==> config.mk <==
export PLATFORM = sky130hd
export DESIGN_NAME = retransmit_timer_queue
export DESIGN_NICKNAME = d
export VERILOG_FILES = /design/src/design/rtq_pkg.sv /design/src/design/rtq_mem.sv /design/src/design/retransmit_timer_queue.sv
export VERILOG_INCLUDE_DIRS = /design/src /design/src/design
export SDC_FILE = /design/constraint.sdc
export NUM_CORES = 2
export LEC_CHECK = 0
export ABC_CLOCK_PERIOD_IN_PS = 16610
export BUFFER_PORTS_ARGS = -buffer_cell sky130_fd_sc_hd__buf_4
export CAP_MARGIN = 0
export CORE_MARGIN = 10
export CORE_UTILIZATION = 30
export CTS_CLUSTER_SIZE = 40
export DETAILED_ROUTE_END_ITERATION = 10
export RECOVER_POWER = 100
export SLEW_MARGIN = 10
export SYNTH_ARGS = -nofsm -noshare
export SYNTH_HDL_FRONTEND = slang
export SYNTH_HIERARCHICAL = 1
export SYNTH_SLANG_ARGS = --single-unit
==> constraint.sdc <==
create_clock -name clk -period 16.61 [get_ports clk]
set_input_delay 3.322 -clock clk [delete_from_list [all_inputs] [get_ports clk]]
set_output_delay 3.322 -clock clk [all_outputs]
set_load 0.005 [all_outputs]
==> src/design/retransmit_timer_queue_assert.svh <==
// Assertion helpers for the retransmit timer queue.
`ifndef RETRANSMIT_TIMER_QUEUE_ASSERT_SVH
`define RETRANSMIT_TIMER_QUEUE_ASSERT_SVH

// Clocked check, idle while reset is asserted.
`define RTQ_ASSERT(name, prop, msg) \
	name: assert property (@(posedge clk) disable iff (!arst_n) prop) else $error(msg);

// Implication checked in the cycle after the condition.
`define RTQ_ASSERT_NEXT(name, cond, prop, msg) \
	name: assert property (@(posedge clk) disable iff (!arst_n) (cond) |=> (prop)) \
		else $error(msg);

`endif

==> src/design/rtq_pkg.sv <==
package rtq_pkg;

	localparam int DEF_DEPTH = 16;
	localparam int SEQ_W     = 16;
	localparam int TIME_W    = 32;
	localparam int TMO_W     = 16;
	localparam int ACT_W     = 3;
	localparam int STAT_W    = 2;
	localparam int OCC_W     = 5;
	localparam int IN_W      = 56;
	localparam int OUT_W     = 56;
	localparam logic [TMO_W-1:0] TMO_RESET = 16'd3;

	localparam logic [ACT_W-1:0] ACT_ADD    = 3'd0;
	localparam logic [ACT_W-1:0] ACT_REMOVE = 3'd1;
	localparam logic [ACT_W-1:0] ACT_RESEND = 3'd2;
	localparam logic [ACT_W-1:0] ACT_TICK   = 3'd3;
	localparam logic [ACT_W-1:0] ACT_CLEAR  = 3'd4;

	localparam logic [STAT_W-1:0] ST_OK       = 2'd0;
	localparam logic [STAT_W-1:0] ST_FULL     = 2'd1;
	localparam logic [STAT_W-1:0] ST_NOTFOUND = 2'd2;

	typedef struct packed {
		logic [TIME_W-1:0] deadline;
		logic [SEQ_W-1:0]  seq;
	} entry_t;

endpackage

==> src/design/rtq_mem.sv <==
module rtq_mem
	import rtq_pkg::*;
#(
	parameter int DEPTH = DEF_DEPTH,
	parameter int AW    = $clog2(DEPTH)
) (
	input  logic          clk,
	input  logic          wr_en,
	input  logic [AW-1:0] wr_addr,
	input  entry_t        wr_data,
	input  logic          rd_en,
	input  logic [AW-1:0] rd_addr,
	output entry_t        rd_data
);

	entry_t mem [DEPTH];

	always_ff @(posedge clk) begin
		if (wr_en) begin
			mem[wr_addr] <= wr_data;
		end
		// read data holds until the next read
		if (rd_en) begin
			rd_data <= mem[rd_addr];
		end
	end

endmodule

==> src/design/retransmit_timer_queue.sv <==
// Retransmit timer queue.
// Input stream s_axis_*: one word per command (add, remove, resend, tick, clear).
// Output stream m_axis_*: one or more result words per command, tlast on the final one.
// Write cfg_wr_en/cfg_wr_data to set the resend timeout (reset value 3).
// Entries live in one circular RAM (one write, one registered read port).
// Add and clear: go straight to the final state, which loads the result word.
// Remove / resend: entries are searched one by one from the head, then each later
// entry is moved up one place to close the gap.
// Tick: each expired entry at the head is re-queued at the tail with a new deadline.
// One command is in flight at a time; s_axis_tready is high while the
// sequencer is idle, even while the last result word still waits in the
// output register.
// When m_axis_tready is low the sequencer holds before its next result word;
// nothing is dropped.
// Reset empties the queue and clears the resend counter and the output valid flag.
module retransmit_timer_queue
	import rtq_pkg::*;
#(
	parameter int QUEUE_DEPTH = DEF_DEPTH
) (
	input  logic             clk,
	input  logic             arst_n,
	input  logic             cfg_wr_en,
	input  logic [TMO_W-1:0] cfg_wr_data,   // retransmit timeout
	input  logic             s_axis_tvalid,
	output logic             s_axis_tready,
	input  logic [IN_W-1:0]  s_axis_tdata,  // action[2:0], seq[18:3], now_time[50:19]
	output logic             m_axis_tvalid,
	input  logic             m_axis_tready,
	// resend_valid[0], resend_seq[16:1], status[18:17], occupancy[23:19],
	// resend_total[55:24]
	output logic [OUT_W-1:0] m_axis_tdata,
	output logic             m_axis_tlast
);

	`include "retransmit_timer_queue_assert.svh"

	localparam int AW = (QUEUE_DEPTH > 1) ? $clog2(QUEUE_DEPTH) : 1;
	localparam int CW = $clog2(QUEUE_DEPTH + 1);

	typedef enum logic [2:0] {
		IDLE, S_CMP, SH, SH_END, T_CHK, T_FIN, FIN
	} state_t;

	state_t            state_q;
	logic [CW-1:0]     count_q, idx_q, budget_q, k_q;
	logic [AW-1:0]     head_q;
	logic [TMO_W-1:0]  timeout_q;
	logic [TIME_W-1:0] total_q;
	logic [ACT_W-1:0]  act_q;
	logic [SEQ_W-1:0]  seq_q, pend_seq_q;
	logic [TIME_W-1:0] now_q, dl_q;
	logic              rv_q, pend_q;
	logic [STAT_W-1:0] stat_q;

	logic              out_valid_q, out_last_q, out_rv_q;
	logic [SEQ_W-1:0]  out_seq_q;
	logic [STAT_W-1:0] out_stat_q;
	logic [OCC_W-1:0]  out_occ_q;
	logic [TIME_W-1:0] out_total_q;

	logic [ACT_W-1:0]  in_act;
	logic [SEQ_W-1:0]  in_seq;
	logic [TIME_W-1:0] in_now, in_dl;
	logic [TIME_W:0]   dl_sum;
	logic              in_acc, out_free, out_load, expired, t_go, match;
	logic [AW-1:0]     head_inc;

	logic              wr_en, rd_en;
	logic [AW-1:0]     wr_addr, rd_addr;
	entry_t            wr_data, rd_data;

	function automatic logic [AW-1:0] phys(input logic [AW-1:0] h, input logic [CW-1:0] l);
		logic [CW:0] s;
		s = (CW+1)'(h) + (CW+1)'(l);
		if (s >= (CW+1)'(QUEUE_DEPTH)) begin
			s = s - (CW+1)'(QUEUE_DEPTH);
		end
		return s[AW-1:0];
	endfunction

	assign in_act = s_axis_tdata[2:0];
	assign in_seq = s_axis_tdata[18:3];
	assign in_now = s_axis_tdata[50:19];
	assign dl_sum = (TIME_W+1)'(in_now) + (TIME_W+1)'(timeout_q);
	assign in_dl  = dl_sum[TIME_W] ? '1 : dl_sum[TIME_W-1:0];

	assign s_axis_tready = (state_q == IDLE);
	assign in_acc        = s_axis_tvalid && s_axis_tready;
	assign out_free      = !out_valid_q || m_axis_tready;
	assign expired       = (now_q >= rd_data.deadline);
	assign t_go          = expired && (!pend_q || out_free);
	assign match         = (rd_data.seq == seq_q);
	assign head_inc      = phys(head_q, CW'(1));
	// output register is loaded this cycle
	assign out_load      = (state_q == T_CHK && t_go && pend_q)
			|| ((state_q == T_FIN || state_q == FIN) && out_free);

	always_comb begin
		wr_en   = 1'b0;
		wr_addr = phys(head_q, count_q);
		wr_data = '{deadline: dl_q, seq: seq_q};
		rd_en   = 1'b0;
		rd_addr = head_q;
		unique case (state_q)
			IDLE: begin
				if (in_acc) begin
					if (in_act == ACT_ADD && count_q < CW'(QUEUE_DEPTH)) begin
						wr_en   = 1'b1;
						wr_data = '{deadline: in_dl, seq: in_seq};
					end
					if ((in_act == ACT_REMOVE || in_act == ACT_RESEND || in_act == ACT_TICK)
							&& count_q != '0) begin
						rd_en = 1'b1;
					end
				end
			end
			S_CMP: begin
				if ((CW+1)'(idx_q) + 1 < (CW+1)'(count_q)) begin
					rd_en   = 1'b1;
					rd_addr = phys(head_q, idx_q + CW'(1));
				end
			end
			SH: begin
				wr_en   = 1'b1;
				wr_addr = phys(head_q, idx_q);
				wr_data = rd_data;
				if ((CW+1)'(idx_q) + 2 < (CW+1)'(count_q)) begin
					rd_en   = 1'b1;
					rd_addr = phys(head_q, idx_q + CW'(2));
				end
			end
			SH_END: begin
				if (act_q == ACT_RESEND) begin
					wr_en   = 1'b1;
					wr_addr = phys(head_q, idx_q);
				end
			end
			T_CHK: begin
				if (t_go) begin
					wr_en   = 1'b1;
					wr_data = '{deadline: dl_q, seq: rd_data.seq};
					if ((CW+1)'(k_q) + 1 < (CW+1)'(budget_q)) begin
						rd_en   = 1'b1;
						rd_addr = head_inc;
					end
				end
			end
			default: ;
		endcase
	end

	rtq_mem #(
		.DEPTH (QUEUE_DEPTH),
		.AW    (AW)
	) u_mem (
		.clk     (clk),
		.wr_en   (wr_en),
		.wr_addr (wr_addr),
		.wr_data (wr_data),
		.rd_en   (rd_en),
		.rd_addr (rd_addr),
		.rd_data (rd_data)
	);

	always_ff @(posedge clk or negedge arst_n) begin
		if (!arst_n) begin
			timeout_q <= TMO_RESET;
		end else if (cfg_wr_en) begin
			timeout_q <= cfg_wr_data;
		end
	end

	always_ff @(posedge clk or negedge arst_n) begin
		if (!arst_n) begin
			state_q     <= IDLE;
			count_q     <= '0;
			head_q      <= '0;
			total_q     <= '0;
			pend_q      <= 1'b0;
			out_valid_q <= 1'b0;
			idx_q       <= '0;
			k_q         <= '0;
			budget_q    <= '0;
		end else begin
			if (out_load) begin
				out_valid_q <= 1'b1;
			end else if (m_axis_tready) begin
				out_valid_q <= 1'b0;
			end
			unique case (state_q)
				IDLE: begin
					if (in_acc) begin
						act_q    <= in_act;
						seq_q    <= in_seq;
						now_q    <= in_now;
						dl_q     <= in_dl;
						idx_q    <= '0;
						k_q      <= '0;
						budget_q <= count_q;
						pend_q   <= 1'b0;
						rv_q     <= 1'b0;
						stat_q   <= ST_OK;
						state_q  <= FIN;
						case (in_act) inside
							ACT_ADD: begin
								if (count_q < CW'(QUEUE_DEPTH)) begin
									count_q <= count_q + CW'(1);
								end else begin
									stat_q <= ST_FULL;
								end
							end
							ACT_REMOVE, ACT_RESEND: begin
								if (count_q != '0) begin
									state_q <= S_CMP;
								end else begin
									stat_q <= ST_NOTFOUND;
								end
							end
							ACT_TICK: begin
								if (count_q != '0) begin
									state_q <= T_CHK;
								end
							end
							ACT_CLEAR: begin
								count_q <= '0;
								head_q  <= '0;
							end
							default: ;
						endcase
					end
				end
				S_CMP: begin
					if (match) begin
						state_q <= ((CW+1)'(idx_q) + 1 < (CW+1)'(count_q)) ? SH : SH_END;
					end else if ((CW+1)'(idx_q) + 1 < (CW+1)'(count_q)) begin
						idx_q <= idx_q + CW'(1);
					end else begin
						stat_q  <= ST_NOTFOUND;
						state_q <= FIN;
					end
				end
				SH: begin
					idx_q <= idx_q + CW'(1);
					if ((CW+1)'(idx_q) + 2 >= (CW+1)'(count_q)) begin
						state_q <= SH_END;
					end
				end
				SH_END: begin
					if (act_q == ACT_RESEND) begin
						rv_q <= 1'b1;
					end else begin
						count_q <= count_q - CW'(1);
					end
					state_q <= FIN;
				end
				T_CHK: begin
					if (!expired) begin
						state_q <= T_FIN;
					end else if (t_go) begin
						// previous word is not the final one: release it now
						if (pend_q) begin
							out_rv_q    <= 1'b1;
							out_seq_q   <= pend_seq_q;
							out_stat_q  <= ST_OK;
							out_occ_q   <= OCC_W'(count_q);
							out_total_q <= total_q;
							out_last_q  <= 1'b0;
						end
						pend_q     <= 1'b1;
						pend_seq_q <= rd_data.seq;
						total_q    <= total_q + 1'b1;
						head_q     <= head_inc;
						k_q        <= k_q + CW'(1);
						if ((CW+1)'(k_q) + 1 >= (CW+1)'(budget_q)) begin
							state_q <= T_FIN;
						end
					end
				end
				T_FIN: begin
					if (out_free) begin
						out_rv_q    <= pend_q;
						out_seq_q   <= pend_q ? pend_seq_q : '0;
						out_stat_q  <= ST_OK;
						out_occ_q   <= OCC_W'(count_q);
						out_total_q <= total_q;
						out_last_q  <= 1'b1;
						pend_q      <= 1'b0;
						state_q     <= IDLE;
					end
				end
				FIN: begin
					if (out_free) begin
						out_rv_q    <= rv_q;
						out_seq_q   <= rv_q ? seq_q : '0;
						out_stat_q  <= stat_q;
						out_occ_q   <= OCC_W'(count_q);
						out_total_q <= total_q;
						out_last_q  <= 1'b1;
						state_q     <= IDLE;
					end
				end
				default: state_q <= IDLE;
			endcase
		end
	end

	assign m_axis_tvalid = out_valid_q;
	assign m_axis_tlast  = out_last_q;
	assign m_axis_tdata  = {out_total_q, out_occ_q, out_stat_q, out_seq_q, out_rv_q};

	`RTQ_ASSERT(a_count_range, count_q <= CW'(QUEUE_DEPTH), "occupancy beyond queue depth")
	`RTQ_ASSERT(a_head_range, (CW+1)'(head_q) < (CW+1)'(QUEUE_DEPTH), "head pointer out of range")
	`RTQ_ASSERT_NEXT(a_clear_empties, in_acc && in_act == ACT_CLEAR, count_q == '0, "clear left entries")
	`RTQ_ASSERT(a_pend_tick_only, pend_q |-> (state_q == T_CHK || state_q == T_FIN), "stray pending word")

endmodule
==> results.md <==
- Setup_tns: 0 ns
- Crit path time final: ~10 ns
- Post-CTS setup buffer count: 0
- Crit Path Category: in2reg
- Hold Crit Start: total_q[31]
- Vert. Die Dim: around 400 um
- Max Cap Viol: 35
- Max Slew Vio Count: 1,153
- GRT Total Usage: 13.3%
- RSZ-0062 raised after global routing: no
- Area after DPL: approximately 47,000 sq um
- Most common cell after layout, fill and taps aside: edfxtp_1
- Hold buffers post-CTS: 0
- H-tree depth: 3
- P&R area growth vs syn: 14.2%
- Leakage power total: 0.0165 uW
- Distinct cells, synth: 68
- Hold Fails Final Rpt: 0
- Routability Congestion: between 0.8 and 0.9
- Post-DRT Antenna Nets: 0
- Worst-path clk slew: 0.07 ns
- Failing checks: capacitance limit, slew limit
- Initial drt markers: 2,326
- Clk_lat worst skew: roughly 0.7 ns
- DR WL/cell: ~24 um
- Crit start category: input pin
- Post-Syn Instances: roughly 2,500
- DIE WIDTH: between 400 and 500 um
- CP Data Required Time: between 15 and 20 ns
- Slew margin rel.: -195%
- Max Root-Sink Buffers: 3
- CTS tree: built
- VDD IR max: ~0.00030 V
- Worst hold path type: reg2reg
- CP max FO: 50
- Layout cells sized above 1: between 15 and 20%
- Crit. End Element: register
- Tightest Pin Transition: 4.42 ns
- Synthesized area per cell: between 15 and 20 sq um
- Final setup fails: 0
- Router iterations before antenna repair: 6
- Crit share post-route: between 50 and 60%
- CTS sink cnt: roughly 1,100
- Status: finished, violations left
- Antenna violations before repair: 16
- Worst reg2reg setup slack: approximately 8.2 ns
- Drc violations: 0
- Hold Path End: total_q[31]
- Vias in the first global route: 23,700
- Die area: approximately 160,000 sq um
- Worst Path Arrival: between 10 and 15 ns
- Count of cells resized by post-cts repair: 0
- Hpwl dp: 63,600 um
- Worst R2R End: u_mem/mem[3][27]
- Clock Tree Root: clkbuf_16
- Netlist Area Pre-Place: between 40,000 and 50,000 sq um
- Fin nets: about 2,800
- Total gr overflow: 0
- First-pass GRT wire length: roughly 160,000 um
- Pwr dens: 205 nW/um^2
- Routed WL: 110,000 um
- Via density: between 5 and 6
- Detailed-route via count: approximately 24,000
- Hold Path Stages: 1
- Most frequent cells in the layout: edfxtp_1, mux4_2, nand2_1
- Top_reg_cell synth: edfxtp_1
- Ports: between 100 and 150
- Fmax achieved: 100 MHz
- R2R depth: 8
- Worst Skew: ~0.044 ns
- Core Rows: about 140
- PortBufs: 130
- Syn Nets: roughly 2,600
- Largest net degree at the start of global routing: between 100 and 150
- Launching point of the worst reg2reg path: state_q[1]
- Fin area: between 40,000 and 50,000 sq um
- Seq/Total Area, Yosys: 71.8%
- Synth Warn #: 6
- Starting Density: between 30 and 40%
- CTS buffer count: 104
- Synth async-reset ratio: about 7.3%
- Core area: between 100,000 and 150,000 sq um
- FF+latch count, synth: around 1,100
- EDFF count, synth: 975
-- synthesized netlist by cell type (47+ instances only) --
| master | instances | area (sq um) |
|---|---|---|
| o21ai_0 | 63 | 315 |
| nand2_1 | 170 | 638 |
| edfxtp_1 | 975 | 29300 |
| ha_1 | 81 | 1010 |
| mux4_2 | 192 | 4320 |
| xnor2_1 | 62 | 543 |
| clkbuf_1 | 55 | 206 |
| nor2_1 | 73 | 274 |
| dfrtp_1 | 75 | 1880 |
| nand3_1 | 47 | 235 |
| a22oi_1 | 103 | 773 |
| inv_1 | 68 | 255 |
| a21oi_1 | 76 | 380 |
-- cell families (layout without fill, tap and decap cells) --
| family | Yosys count | after routing | share of synthesized area (%) |
|---|---|---|---|
| AND/OR/NAND/NOR | 421 | 421 | 4.59 |
| XOR/XNOR | 85 | 85 | 1.71 |
| multiplexers | 220 | 220 | 10.7 |
| buffers and inverters | 183 | 438 | 1.85 |
| AO/OA/AOI/OAI | 416 | 416 | 6.81 |
| adder cells (fa/ha/maj) | 86 | 86 | 2.56 |
| other | 0 | 1 | 0 |
| flip-flops | 1052 | 1052 | 71.8 |
-- through the flow --
step	instances	setup slack (ns)	utilization [%]	total power (uW)	hold slack [ns]
after floorplan	2463	7.99	-	6800	0.423
after global placement	4429	8.58	32.6	7960	0.464
after CTS	4621	9.24	34.9	10300	0.476
after detailed placement	4429	8.52	32.6	8020	0.467
after global routing	4622	5.86	34.5	10700	0.488
final	4622	6.65	34.5	10200	0.478
-- per-layer routing --
layer | vias up | GRT usage, % | wire length (um)
met5 | - | 0 | 134
met4 | 20 | 3.31 | 2250
li1 | 10300 | - | -
met3 | 169 | 3.11 | 8860
met1 | 12200 | 17.8 | 46400
met2 | 892 | 21.8 | 52500
-- power by group --
part | switching [uW] | leakage (uW) | internal (uW) | total [uW]
sequential | 155 | 0.00988 | 3750 | 3900
combinational | 2390 | 0.00498 | 1600 | 3990
clock | 997 | 0.00161 | 1300 | 2290
-- critical path, stage by stage --
cell      delay (ns)
clkbuf_1        1.96
and2_0          2.68
clkbuf_1        2.10
-- flip-flops by register name, indices dropped and copies added (netlist names), 32 cells and up --
| register | cells |
|---|---|
| now_q | 32 |
| dl_q | 32 |
| total_q | 32 |
| out_total_q | 32 |
| u_mem/mem | 768 |
| u_mem/rd_data | 48 |
-- layout make-up --
type | count | area [sq um]
antenna | 1 | 2.50
clock buffer | 136 | 2840
clock inverter | 56 | 485
fill | 13500 | 94200
inverter | 70 | 263
multi-input combinational | 1228 | 11500
sequential | 1052 | 31200
tap | 1903 | 2380
timing repair buffer | 176 | 956
-- worst max path at each step --
stage	startpoint	cells after the start	end
2_1_floorplan	s_axis_tdata[2]	6	u_mem/mem[0][0]
3_3_place_gp	m_axis_tready	12	u_mem/rd_data[41]
3_5_place_dp	m_axis_tready	12	u_mem/rd_data[35]
4_1_cts	m_axis_tready	12	u_mem/rd_data[35]
5_1_grt	arst_n	3	now_q[31]
6_report	arst_n	3	now_q[21]
Power figures use the tool's default switching activity.
